## src/hw/rtl/iso2ep_pkg.sv

```systemverilog
package iso2ep_pkg;

  // default field widths
  localparam int unsigned YEAR_BITS_DEF  = 16;
  localparam int unsigned FIELD_BITS_DEF = 8;

  localparam int unsigned CHAR_W     = 8;
  localparam int unsigned EPOCH_W    = 42;
  localparam int unsigned OUT_DATA_W = 48;
  localparam int unsigned OUT_USER_W = 2;

  localparam logic signed [EPOCH_W-1:0] EPOCH_MAX = {1'b0, {(EPOCH_W-1){1'b1}}};
  localparam logic signed [EPOCH_W-1:0] EPOCH_MIN = {1'b1, {(EPOCH_W-1){1'b0}}};

  // ASCII codes
  localparam logic [CHAR_W-1:0] CH_ZERO  = 8'h30;
  localparam logic [CHAR_W-1:0] CH_NINE  = 8'h39;
  localparam logic [CHAR_W-1:0] CH_DASH  = 8'h2D;
  localparam logic [CHAR_W-1:0] CH_T     = 8'h54;
  localparam logic [CHAR_W-1:0] CH_COLON = 8'h3A;
  localparam logic [CHAR_W-1:0] CH_DOT   = 8'h2E;
  localparam logic [CHAR_W-1:0] CH_Z     = 8'h5A;

  localparam int unsigned Q_DEPTH = 2;

  // floor(n / 12) = ((n >> 2) * RECIP3) >> RECIP3_SH for 16-bit n
  localparam int unsigned RECIP3_W  = 16;
  localparam int unsigned RECIP3    = 43691;
  localparam int unsigned RECIP3_SH = 17;

  // floor(n / 100) = ((n >> 2) * RECIP25) >> RECIP25_SH for n below 2^22
  localparam int unsigned RECIP25_W  = 20;
  localparam int unsigned RECIP25    = 671089;
  localparam int unsigned RECIP25_SH = 24;

  // days from year 0 (March based, offset by one 400-year era) to 1970-01-01, plus one
  localparam int unsigned DAYS_OFFSET = 865566;

  localparam int unsigned DOY_W = 9;

  // days from March 1 to the first day of month mp (0 = March)
  function automatic logic [DOY_W-1:0] month_start_doy(input logic [3:0] mp);
    logic [DOY_W-1:0] r;
    case (mp)
      4'd0:    r = 9'd0;
      4'd1:    r = 9'd31;
      4'd2:    r = 9'd61;
      4'd3:    r = 9'd92;
      4'd4:    r = 9'd122;
      4'd5:    r = 9'd153;
      4'd6:    r = 9'd184;
      4'd7:    r = 9'd214;
      4'd8:    r = 9'd245;
      4'd9:    r = 9'd275;
      4'd10:   r = 9'd306;
      4'd11:   r = 9'd337;
      default: r = 9'd0;
    endcase
    return r;
  endfunction

endpackage

```

## src/hw/rtl/iso2ep_front.sv

```systemverilog
module iso2ep_front #(
  parameter int unsigned YEAR_BITS  = iso2ep_pkg::YEAR_BITS_DEF,
  parameter int unsigned FIELD_BITS = iso2ep_pkg::FIELD_BITS_DEF,
  parameter int unsigned JOB_W      = 2 + YEAR_BITS + 5 * FIELD_BITS
) (
  input  logic                            clk_i,
  input  logic                            rst_ni,
  input  logic                            in_valid_i,
  input  logic [iso2ep_pkg::CHAR_W-1:0]   char_i,
  input  logic                            start_i,
  input  logic                            job_ready_i,
  output logic                            job_valid_o,
  output logic [JOB_W-1:0]                job_o
);

  localparam int unsigned AW = (YEAR_BITS > FIELD_BITS) ? YEAR_BITS : FIELD_BITS;
  localparam int unsigned NW = AW + 4;

  localparam logic [2:0] PH_IDLE   = 3'd0;
  localparam logic [2:0] PH_YEAR   = 3'd1;
  localparam logic [2:0] PH_MONTH  = 3'd2;
  localparam logic [2:0] PH_DAY    = 3'd3;
  localparam logic [2:0] PH_HOUR   = 3'd4;
  localparam logic [2:0] PH_MINUTE = 3'd5;
  localparam logic [2:0] PH_SECOND = 3'd6;

  localparam logic [NW-1:0] YEAR_LIM  = {{(NW-YEAR_BITS){1'b0}}, {YEAR_BITS{1'b1}}};
  localparam logic [NW-1:0] FIELD_LIM = {{(NW-FIELD_BITS){1'b0}}, {FIELD_BITS{1'b1}}};

  logic [2:0]            phase_q, phase_d;
  logic [AW-1:0]         acc_q, acc_d;
  logic                  clamp_q, clamp_d;
  logic [YEAR_BITS-1:0]  year_q, year_d;
  logic [FIELD_BITS-1:0] month_q, month_d, day_q, day_d;
  logic [FIELD_BITS-1:0] hour_q, hour_d, minute_q, minute_d;

  logic                  take;
  logic [2:0]            ph;
  logic [AW-1:0]         acc;
  logic                  clamp;
  logic                  is_digit;
  logic [NW-1:0]         acc_x, nxt, limit;
  logic [iso2ep_pkg::CHAR_W-1:0] want;
  logic                  emit, ok;

  assign take = in_valid_i & job_ready_i;

  always_comb begin
    ph       = start_i ? PH_YEAR : phase_q;
    acc      = start_i ? '0 : acc_q;
    clamp    = start_i ? 1'b0 : clamp_q;
    is_digit = (char_i >= iso2ep_pkg::CH_ZERO) && (char_i <= iso2ep_pkg::CH_NINE);
    acc_x    = NW'(acc);
    nxt      = (acc_x << 3) + (acc_x << 1) + NW'(char_i[3:0]);
    limit    = (ph == PH_YEAR) ? YEAR_LIM : FIELD_LIM;

    case (ph)
      PH_YEAR, PH_MONTH: want = iso2ep_pkg::CH_DASH;
      PH_DAY:            want = iso2ep_pkg::CH_T;
      default:           want = iso2ep_pkg::CH_COLON;
    endcase

    phase_d  = phase_q;
    acc_d    = acc_q;
    clamp_d  = clamp_q;
    year_d   = year_q;
    month_d  = month_q;
    day_d    = day_q;
    hour_d   = hour_q;
    minute_d = minute_q;
    emit     = 1'b0;
    ok       = 1'b0;

    if (take) begin
      if (start_i) begin
        phase_d  = PH_YEAR;
        acc_d    = '0;
        clamp_d  = 1'b0;
        year_d   = '0;
        month_d  = '0;
        day_d    = '0;
        hour_d   = '0;
        minute_d = '0;
      end
      if ((ph >= PH_YEAR) && (ph <= PH_SECOND)) begin
        if (is_digit) begin
          if (nxt > limit) begin
            acc_d   = limit[AW-1:0];
            clamp_d = 1'b1;
          end else begin
            acc_d   = nxt[AW-1:0];
            clamp_d = clamp;
          end
        end else if (ph == PH_SECOND) begin
          emit    = 1'b1;
          ok      = (char_i == iso2ep_pkg::CH_DOT) || (char_i == iso2ep_pkg::CH_Z);
          phase_d = PH_IDLE;
        end else if (char_i != want) begin
          emit    = 1'b1;
          phase_d = PH_IDLE;
        end else begin
          case (ph)
            PH_YEAR:  year_d   = acc[YEAR_BITS-1:0];
            PH_MONTH: month_d  = acc[FIELD_BITS-1:0];
            PH_DAY:   day_d    = acc[FIELD_BITS-1:0];
            PH_HOUR:  hour_d   = acc[FIELD_BITS-1:0];
            default:  minute_d = acc[FIELD_BITS-1:0];
          endcase
          acc_d   = '0;
          phase_d = ph + 3'd1;
        end
      end
    end
  end

  assign job_valid_o = emit;
  assign job_o = {acc[FIELD_BITS-1:0], minute_q, hour_q, day_q, month_q, year_q, clamp, ok};

  always_ff @(posedge clk_i or negedge rst_ni) begin
    if (!rst_ni) begin
      phase_q  <= PH_IDLE;
      acc_q    <= '0;
      clamp_q  <= 1'b0;
      year_q   <= '0;
      month_q  <= '0;
      day_q    <= '0;
      hour_q   <= '0;
      minute_q <= '0;
    end else begin
      phase_q  <= phase_d;
      acc_q    <= acc_d;
      clamp_q  <= clamp_d;
      year_q   <= year_d;
      month_q  <= month_d;
      day_q    <= day_d;
      hour_q   <= hour_d;
      minute_q <= minute_d;
    end
  end

endmodule

```

## src/hw/rtl/iso2ep_fifo.sv

```systemverilog
module iso2ep_fifo #(
  parameter int unsigned WIDTH = 8
) (
  input  logic             clk_i,
  input  logic             rst_ni,
  input  logic             push_i,
  input  logic [WIDTH-1:0] push_data_i,
  output logic             full_o,
  input  logic             pop_i,
  output logic [WIDTH-1:0] pop_data_o,
  output logic             empty_o
);

  localparam int unsigned DEPTH = iso2ep_pkg::Q_DEPTH;
  localparam int unsigned PTR_W = (DEPTH > 1) ? $clog2(DEPTH) : 1;
  localparam int unsigned CNT_W = $clog2(DEPTH + 1);
  localparam logic [PTR_W-1:0] LAST = PTR_W'(DEPTH - 1);

  logic [WIDTH-1:0] mem_q [DEPTH];
  logic [PTR_W-1:0] wptr_q, rptr_q;
  logic [CNT_W-1:0] cnt_q;
  logic             do_push, do_pop;

  assign full_o     = (cnt_q == CNT_W'(DEPTH));
  assign empty_o    = (cnt_q == '0);
  assign do_push    = push_i & ~full_o;
  assign do_pop     = pop_i & ~empty_o;
  assign pop_data_o = mem_q[rptr_q];

  always_ff @(posedge clk_i) begin
    if (do_push) begin
      mem_q[wptr_q] <= push_data_i;
    end
  end

  always_ff @(posedge clk_i or negedge rst_ni) begin
    if (!rst_ni) begin
      wptr_q <= '0;
      rptr_q <= '0;
      cnt_q  <= '0;
    end else begin
      if (do_push) begin
        wptr_q <= (wptr_q == LAST) ? '0 : wptr_q + PTR_W'(1);
      end
      if (do_pop) begin
        rptr_q <= (rptr_q == LAST) ? '0 : rptr_q + PTR_W'(1);
      end
      case ({do_push, do_pop})
        2'b10:   cnt_q <= cnt_q + CNT_W'(1);
        2'b01:   cnt_q <= cnt_q - CNT_W'(1);
        default: cnt_q <= cnt_q;
      endcase
    end
  end

endmodule

```

## src/hw/rtl/iso2ep_back.sv

```systemverilog
module iso2ep_back #(
  parameter int unsigned YEAR_BITS  = iso2ep_pkg::YEAR_BITS_DEF,
  parameter int unsigned FIELD_BITS = iso2ep_pkg::FIELD_BITS_DEF,
  parameter int unsigned JOB_W      = 2 + YEAR_BITS + 5 * FIELD_BITS
) (
  input  logic                               clk_i,
  input  logic                               rst_ni,
  input  logic                               job_valid_i,
  input  logic [JOB_W-1:0]                   job_i,
  output logic                               job_pop_o,
  output logic                               out_valid_o,
  input  logic                               out_ready_i,
  output logic [iso2ep_pkg::EPOCH_W-1:0]     epoch_o,
  output logic                               res_ok_o,
  output logic                               res_sat_o
);

  localparam int unsigned EW     = iso2ep_pkg::EPOCH_W;
  localparam int unsigned FB     = FIELD_BITS;
  localparam int unsigned YP_W   = ((YEAR_BITS > FIELD_BITS) ? YEAR_BITS : FIELD_BITS) + 2;
  localparam int unsigned MQ_W   = FB - 3;
  localparam int unsigned P12_W  = (FB - 2) + iso2ep_pkg::RECIP3_W;
  localparam int unsigned H_W    = YP_W - 6;
  localparam int unsigned P25_W  = (YP_W - 2) + iso2ep_pkg::RECIP25_W;
  localparam int unsigned Y365_W = YP_W + 9;
  localparam int unsigned DAYS_W = YP_W + 10;
  localparam int unsigned PROD_W = DAYS_W + 17;
  localparam int unsigned HMS_W  = FB + 13;
  localparam int unsigned CMP_W  = (PROD_W + 1 > EW + 1) ? PROD_W + 1 : EW + 1;

  localparam logic [2:0] ST_IDLE = 3'd0;
  localparam logic [2:0] ST_MON  = 3'd1;
  localparam logic [2:0] ST_YEAR = 3'd2;
  localparam logic [2:0] ST_DIV  = 3'd3;
  localparam logic [2:0] ST_DAYS = 3'd4;
  localparam logic [2:0] ST_MUL  = 3'd5;
  localparam logic [2:0] ST_OUT  = 3'd6;

  logic [2:0] st_q, st_d;

  logic                  ok_q, jsat_q;
  logic [YEAR_BITS-1:0]  year_q;
  logic [FB-1:0]         month_q, day_q, hour_q, min_q, sec_q;
  logic [MQ_W-1:0]       mq_q;
  logic [YP_W-1:0]       yp_q;
  logic [iso2ep_pkg::DOY_W-1:0] doy_q;
  logic [H_W-1:0]        h_q;
  logic [Y365_W-1:0]     y365_q;
  logic [DAYS_W-1:0]     days_q;
  logic [PROD_W-1:0]     prod_q;
  logic [HMS_W-1:0]      hms_q;

  logic                  out_valid_q;
  logic [EW-1:0]         out_epoch_q;
  logic                  out_ok_q, out_sat_q;

  logic [FB-1:0]         dm;
  logic [P12_W-1:0]      p12;
  logic [FB-1:0]         rem_full;
  logic [3:0]            mi, mp;
  logic                  mzero, dec;
  logic [YP_W-1:0]       yp_d;
  logic [P25_W-1:0]      p25;
  logic [DAYS_W-1:0]     days_d;
  logic [PROD_W-1:0]     days_x, prod_d;
  logic [HMS_W-1:0]      hms_d;
  logic [CMP_W-1:0]      total;
  logic                  over, under;
  logic [EW-1:0]         epoch_sel;
  logic                  load_out;

  assign job_pop_o = (st_q == ST_IDLE) & job_valid_i;
  assign load_out  = (st_q == ST_OUT) & (~out_valid_q | out_ready_i);

  always_comb begin
    // month carry: q = floor((month - 1) / 12)
    dm       = month_q - FB'(1);
    p12      = P12_W'(dm >> 2) * P12_W'(iso2ep_pkg::RECIP3);
    rem_full = dm - FB'({mq_q, 3'b000}) - FB'({mq_q, 2'b00});
    mzero    = (month_q == '0);
    mi       = mzero ? 4'd11 : rem_full[3:0];
    dec      = mzero | (mi < 4'd2);
    mp       = (mi < 4'd2) ? mi + 4'd10 : mi - 4'd2;
    yp_d     = YP_W'(year_q) + (mzero ? '0 : YP_W'(mq_q)) + YP_W'(400) - YP_W'(dec);

    p25      = P25_W'(yp_q >> 2) * P25_W'(iso2ep_pkg::RECIP25);

    days_d   = DAYS_W'(y365_q) + DAYS_W'(yp_q >> 2) - DAYS_W'(h_q) + DAYS_W'(h_q >> 2)
             + DAYS_W'(doy_q) + DAYS_W'(day_q) - DAYS_W'(iso2ep_pkg::DAYS_OFFSET);

    days_x   = PROD_W'($signed(days_q));
    prod_d   = days_x * PROD_W'(86400);
    hms_d    = HMS_W'(hour_q) * HMS_W'(3600) + HMS_W'(min_q) * HMS_W'(60) + HMS_W'(sec_q);

    total    = CMP_W'($signed(prod_q)) + CMP_W'(hms_q);
    over     = $signed(total) > $signed(CMP_W'(iso2ep_pkg::EPOCH_MAX));
    under    = $signed(total) < $signed(CMP_W'(iso2ep_pkg::EPOCH_MIN));
    if (over) begin
      epoch_sel = iso2ep_pkg::EPOCH_MAX;
    end else if (under) begin
      epoch_sel = iso2ep_pkg::EPOCH_MIN;
    end else begin
      epoch_sel = total[EW-1:0];
    end
  end

  always_comb begin
    st_d = st_q;
    case (st_q)
      ST_IDLE: if (job_valid_i) st_d = ST_MON;
      ST_MON:  st_d = ST_YEAR;
      ST_YEAR: st_d = ST_DIV;
      ST_DIV:  st_d = ST_DAYS;
      ST_DAYS: st_d = ST_MUL;
      ST_MUL:  st_d = ST_OUT;
      ST_OUT:  if (load_out) st_d = ST_IDLE;
      default: st_d = ST_IDLE;
    endcase
  end

  always_ff @(posedge clk_i) begin
    if (job_pop_o) begin
      ok_q    <= job_i[0];
      jsat_q  <= job_i[1];
      year_q  <= job_i[2 +: YEAR_BITS];
      month_q <= job_i[2 + YEAR_BITS +: FB];
      day_q   <= job_i[2 + YEAR_BITS + FB +: FB];
      hour_q  <= job_i[2 + YEAR_BITS + 2 * FB +: FB];
      min_q   <= job_i[2 + YEAR_BITS + 3 * FB +: FB];
      sec_q   <= job_i[2 + YEAR_BITS + 4 * FB +: FB];
    end
    if (st_q == ST_MON) begin
      mq_q <= p12[iso2ep_pkg::RECIP3_SH +: MQ_W];
    end
    if (st_q == ST_YEAR) begin
      yp_q  <= yp_d;
      doy_q <= iso2ep_pkg::month_start_doy(mp);
    end
    if (st_q == ST_DIV) begin
      h_q    <= p25[iso2ep_pkg::RECIP25_SH +: H_W];
      y365_q <= Y365_W'(yp_q) * Y365_W'(365);
    end
    if (st_q == ST_DAYS) begin
      days_q <= days_d;
    end
    if (st_q == ST_MUL) begin
      prod_q <= prod_d;
      hms_q  <= hms_d;
    end
    if (load_out) begin
      out_ok_q    <= ok_q;
      out_epoch_q <= ok_q ? epoch_sel : '0;
      out_sat_q   <= jsat_q | (ok_q & (over | under));
    end
  end

  always_ff @(posedge clk_i or negedge rst_ni) begin
    if (!rst_ni) begin
      st_q        <= ST_IDLE;
      out_valid_q <= 1'b0;
    end else begin
      st_q <= st_d;
      if (load_out) begin
        out_valid_q <= 1'b1;
      end else if (out_ready_i) begin
        out_valid_q <= 1'b0;
      end
    end
  end

  assign out_valid_o = out_valid_q;
  assign epoch_o     = out_epoch_q;
  assign res_ok_o    = out_ok_q;
  assign res_sat_o   = out_sat_q;

endmodule

```

## src/hw/rtl/iso8601_timestamp_to_epoch_core.sv

```systemverilog
// Timestamp text to Unix seconds.
// Input stream: one character per beat, s_axis_tuser_i marks the first character
// of a new timestamp (YYYY-MM-DDTHH:MM:SS then '.' or 'Z'). Output stream: one beat
// per finished or malformed timestamp; tuser[0] = well formed, tuser[1] = a field
// or the result was clamped, tdata = signed seconds (zero when malformed).
// Throughput: the parser takes one character every cycle while the job queue is
// not full. Each timestamp then runs through a conversion sequencer (month carry,
// year fold, divide by 100, day count, seconds multiply, sum and clamp) that takes
// a new job only once it is done with the last; a two-entry job queue sits
// between parser and sequencer. A result is delayed when earlier jobs are still
// queued or an earlier result is still stalled at the output.
// Stall: a stalled result holds in the output register; the sequencer waits,
// the queue fills, and tready drops only when both queue entries are taken.
// Reset: the parser is idle (characters ignored until a start beat), the queue
// is empty and no result is pending.
module iso8601_timestamp_to_epoch_core #(
  parameter int unsigned YEAR_BITS  = iso2ep_pkg::YEAR_BITS_DEF,
  parameter int unsigned FIELD_BITS = iso2ep_pkg::FIELD_BITS_DEF
) (
  input  logic                                  clk_i,
  input  logic                                  rst_ni,
  input  logic                                  s_axis_tvalid_i,
  output logic                                  s_axis_tready_o,
  input  logic [iso2ep_pkg::CHAR_W-1:0]         s_axis_tdata_i,   // [7:0] char_in
  input  logic                                  s_axis_tuser_i,   // [0] start_req
  output logic                                  m_axis_tvalid_o,
  input  logic                                  m_axis_tready_i,
  output logic [iso2ep_pkg::OUT_DATA_W-1:0]     m_axis_tdata_o,   // [41:0] epoch_seconds
  output logic [iso2ep_pkg::OUT_USER_W-1:0]     m_axis_tuser_o    // [0] valid_res, [1] saturated
);

  localparam int unsigned JOB_W = 2 + YEAR_BITS + 5 * FIELD_BITS;
  localparam int unsigned EW    = iso2ep_pkg::EPOCH_W;

  logic             fe_valid, q_full, q_empty, q_pop;
  logic [JOB_W-1:0] fe_job, q_job;
  logic [EW-1:0]    epoch;
  logic             res_ok, res_sat;

  assign s_axis_tready_o = ~q_full;

  iso2ep_front #(
    .YEAR_BITS (YEAR_BITS),
    .FIELD_BITS(FIELD_BITS),
    .JOB_W     (JOB_W)
  ) u_front (
    .clk_i      (clk_i),
    .rst_ni     (rst_ni),
    .in_valid_i (s_axis_tvalid_i),
    .char_i     (s_axis_tdata_i),
    .start_i    (s_axis_tuser_i),
    .job_ready_i(~q_full),
    .job_valid_o(fe_valid),
    .job_o      (fe_job)
  );

  iso2ep_fifo #(
    .WIDTH(JOB_W)
  ) u_queue (
    .clk_i      (clk_i),
    .rst_ni     (rst_ni),
    .push_i     (fe_valid),
    .push_data_i(fe_job),
    .full_o     (q_full),
    .pop_i      (q_pop),
    .pop_data_o (q_job),
    .empty_o    (q_empty)
  );

  iso2ep_back #(
    .YEAR_BITS (YEAR_BITS),
    .FIELD_BITS(FIELD_BITS),
    .JOB_W     (JOB_W)
  ) u_back (
    .clk_i      (clk_i),
    .rst_ni     (rst_ni),
    .job_valid_i(~q_empty),
    .job_i      (q_job),
    .job_pop_o  (q_pop),
    .out_valid_o(m_axis_tvalid_o),
    .out_ready_i(m_axis_tready_i),
    .epoch_o    (epoch),
    .res_ok_o   (res_ok),
    .res_sat_o  (res_sat)
  );

  assign m_axis_tdata_o = {{(iso2ep_pkg::OUT_DATA_W - EW){1'b0}}, epoch};
  assign m_axis_tuser_o = {res_sat, res_ok};

endmodule

```

## config.mk

```make
export PLATFORM = sky130hd
export DESIGN_NAME = iso8601_timestamp_to_epoch_core
export DESIGN_NICKNAME = d
export VERILOG_FILES = /design/src/hw/rtl/iso2ep_pkg.sv /design/src/hw/rtl/iso2ep_front.sv /design/src/hw/rtl/iso2ep_fifo.sv /design/src/hw/rtl/iso2ep_back.sv /design/src/hw/rtl/iso8601_timestamp_to_epoch_core.sv
export SDC_FILE = /design/constraint.sdc
export NUM_CORES = 2
export LEC_CHECK = 0
export ABC_AREA = 1
export BUFFER_PORTS_ARGS = -buffer_cell sky130_fd_sc_hd__buf_4
export CAP_MARGIN = 10
export CORE_MARGIN = 10
export CORE_UTILIZATION = 65
export CTS_CLUSTER_DIAMETER = 150
export CTS_CLUSTER_SIZE = 24
export DETAILED_ROUTE_END_ITERATION = 8
export PLACE_DENSITY_LB_ADDON = 0.3
export SETUP_SLACK_MARGIN = 0.2
export SLEW_MARGIN = 30
export SYNTH_ARGS = -nofsm -noshare
export SYNTH_HDL_FRONTEND = slang
export SYNTH_SLANG_ARGS = --single-unit
```

## constraint.sdc

```tcl
create_clock -name clk_i -period 6.6 [get_ports clk_i]
set_clock_uncertainty 0.05 [all_clocks]
set_input_delay 0.66 -clock clk_i [delete_from_list [all_inputs] [get_ports clk_i]]
set_output_delay 0.66 -clock clk_i [all_outputs]
set_load 0.005 [all_outputs]
```

==> impl_metrics.tcl <==
set metrics [dict create \
    root_buffer "clkbuf_16" \
    pre_cts_slack_ns 0.9239 \
    yosys_warnings 0 \
    outcome "finished, final reports clean" \
    via_count 29570 \
    ctsResizeCount 0 \
    syn_to_final_growth_pct 4.989 \
    cts.clk_slew.worst_paths_ns 0.11 \
    via_per_inst 5.521 \
    dieWidth_um 272.7 \
    fin_ws_ns 0.8853 \
    nNetsFinal 5390 \
    fp.dieH_um 272.7 \
    core_area_um2 63200 \
    finalCritPeriodShare_pct 86.59 \
    synth_edf_count 376 \
    worstSetupStartpointType "flip-flop" \
    period_needed_ns 5.715 \
    rsz0062_at_grt "no" \
    yosysSeqAreaShare_pct 31.78 \
    gp_congestion 0.9655 \
    dp_hpwl_mm 74.42 \
    grt_use_total_pct 24.95 \
    tightestPinTransition_ns 0.9224 \
    crit_top_cell "fa_1" \
    fin_util_pct 68.96 \
    synth_top_family_by_area "adder cells" \
    end_kind "flip-flop" \
    totalWireLength_mm 91.91 \
    async_flop_share_pct 16.81 \
    crit_path_cell_trace "fa_1 -> inv_1 -> fa_1 -> inv_1 -> fa_1 -> fa_1 -> fa_1 -> inv_1 -> fa_1 -> inv_1 -> ha_1 -> nand2_1 -> nor4_1 -> o21ai_0 -> nand3_1 -> a21oi_1 -> o21bai_1 -> xor2_1" \
    rows 92 \
    synthCells 4449 \
    clock_latency_ns 0.60 \
    fp.dieArea_um2 74360 \
    synth_compound_area_share_pct 8.471 \
    drive_above_1_share_pct 4.545 \
    cts_setup_buffers 0 \
    synthMuxAreaShare_pct 1.574 \
    grt_pass1_vias 29490 \
    drv_slew 0 \
    overflow 0 \
    antenna_found_initial 1 \
    start_util_pct 65.68 \
    syn-cell-area_um2 41510 \
    dr.pass1.iters 6 \
    port-buffer-count 58 \
    maxCapViolations 0 \
    worstHoldPathType "in2async" \
    drc 0 \
    io_pins 65 \
    tns_ns 0 \
    final-setup-viol-count 0 \
    synth_flop_cell "edfxtp_1" \
    fmax_ghz 0.1750 \
    numCtsBuffers 23 \
    relSlewSlack_pct 38.36 \
    syn_area_per_cell_um2 9.329 \
    postRouteAntennaNets 0 \
    synthSimpleGateAreaFrac_pct 11.84 \
    final_common_cell "inv_1" \
    synth-seq-cells 452 \
    htreeDepth 1 \
    cts_tree "built" \
    wl_per_cell_um 17.16 \
    cts_sinks 452 \
    cts_hold_buf 0 \
    critical_path_required_ns 6.91 \
    grt_max_degree 77 \
    finalHoldViolCount 0 \
    antenna_cells 0 \
    mostFrequentLayoutCells "962 x inv_1, 668 x nand2_1, 573 x ha_1, 376 x edfxtp_1, 311 x fa_1" \
    synth.distinct_cells 57 \
    clock_path_buffers 3 \
    crit_slowest_cell "edfxtp_1" \
    detail_route.iter0.violations 2080 \
    grt_pass1_wl_mm 151.9 \
    fillers 4935 \
    path_class "reg2reg" \
    synthAdderAreaFrac_pct 32.27 \
    critPathMaxStageDelay_ns 0.63 \
    crit_fanout 11 \
    arrival_ns 6.03 \
    synth_xor_area_share_pct 4.492 \
]
==> through the flow <==
step	hold slack (ns)	cell area, um2	cells
after global placement	0.3526	42890	5314
after global routing	0.07186	43580	5356
after CTS	0.05000	43580	5356
after floorplan	0.3144	41520	4454
final	0.03298	43580	5356
after detailed placement	0.3817	42890	5314
==> cells by family after synthesis <==
logic type | count (synthesis)
adders and majority gates | 884
buffers and inverters | 1031
other | 1
xor gates and xnor gates | 212
DFF | 452
and+or+nand+nor | 1186
AOI/OAI and AO/OA | 625
muxes | 58
==> worst paths after layout <==
check	startpoint	endpoint	slack, ns	cells past startpoint
min in group clk_i	m_axis_tready_i	u_back.out_valid_o	0.31	2
max in group asynchronous	rst_ni	u_queue.rptr_q	5.89	1
worst max register to register	u_back.yp_q[7]	u_back.h_q[8]	0.89	18
worst min register to register	u_back.sec_q[0]	u_back.hms_q[0]	0.37	0
worst min-delay path	rst_ni	u_front.month_q[6]	0.03	1
worst max-delay path	u_back.yp_q[7]	u_back.h_q[8]	0.89	18
==> cell type report <==
cell class	count	area [um2]	area share [%]
clock inverters	4	53.80	0.1235
repair buffers	78	589.3	1.352
inverters	967	3635	8.341
multi-input cells	2971	24410	56.03
well taps	846	1059	2.429
clock buffers	38	631.9	1.450
flip-flops and latches	452	13190	30.28
==> critical path: cells and delay by family, from the launching register on <==
kind / cells / cell delay [ns]
adders and majority gates: 7 / 3.48
xor gates and xnor gates: 1 / 0.08
and+or+nand+nor: 3 / 0.55
buffers and inverters: 4 / 0.24
DFF: 1 / 0.63
AOI/OAI and AO/OA: 3 / 0.43
==> flip-flops by register name (all words and copies together) (netlist names), 9 cells and up <==
signal          count
u_back.hms_q       21
u_back.prod_q      38
u_back.yp_q        18
u_front.year_q     16
u_back.h_q         12
u_back.year_q      16
u_queue.mem_q     116
u_back.days_q      28
u_back.doy_q        9
u_back.y365_q      27
u_front.acc_q      16
u_back.epoch_o     42
==> metal layers <==
metal	GRT usage (%)	up-vias	share of wire (%)
met5	0	-	0
met4	4.810	0	1.8
met3	2.952	111	4.9
met2	43.25	700	50
met1	33.48	14250	44
li1	-	14510	-
==> cell usage after synthesis, types with 4 or more instances <==
master    count  share of area, %
o21a_1        5             0.090
inv_1       963               8.7
buf_4        12              0.22
a211oi_1      5             0.090
a21boi_0      4             0.072
ha_1        573                17
a31oi_1      18              0.27
o21bai_1     22              0.40
o22ai_1       7              0.11
edfxtp_1    376                27
nand4_1      31              0.47
clkbuf_1     33              0.30
nand2_2       5             0.075
o21ai_1      12              0.14
mux2_2       58               1.6
nor2_2        6             0.090
buf_2         8             0.096
nand2_1     669               6.1
a221oi_1      6              0.13
a21oi_1     282               3.4
nor3_1       36              0.43
nor4_1       12              0.18
or2_2         5             0.075
dfrtp_1      76               4.6
xor2_1      153               3.2
nor2_1      261               2.4
buf_1         6             0.054
xnor2_1      58               1.2
o211ai_1     34              0.61
nand3_1     142               1.7
buf_6         5              0.14
fa_1        311                15
o21ai_0     178               2.1
a21o_1       31              0.56
and3_1        6             0.090
Power is left out: the tool's default activity adds up to more than one toggle a clock period on the data nets, which glitch-free logic cannot reach.
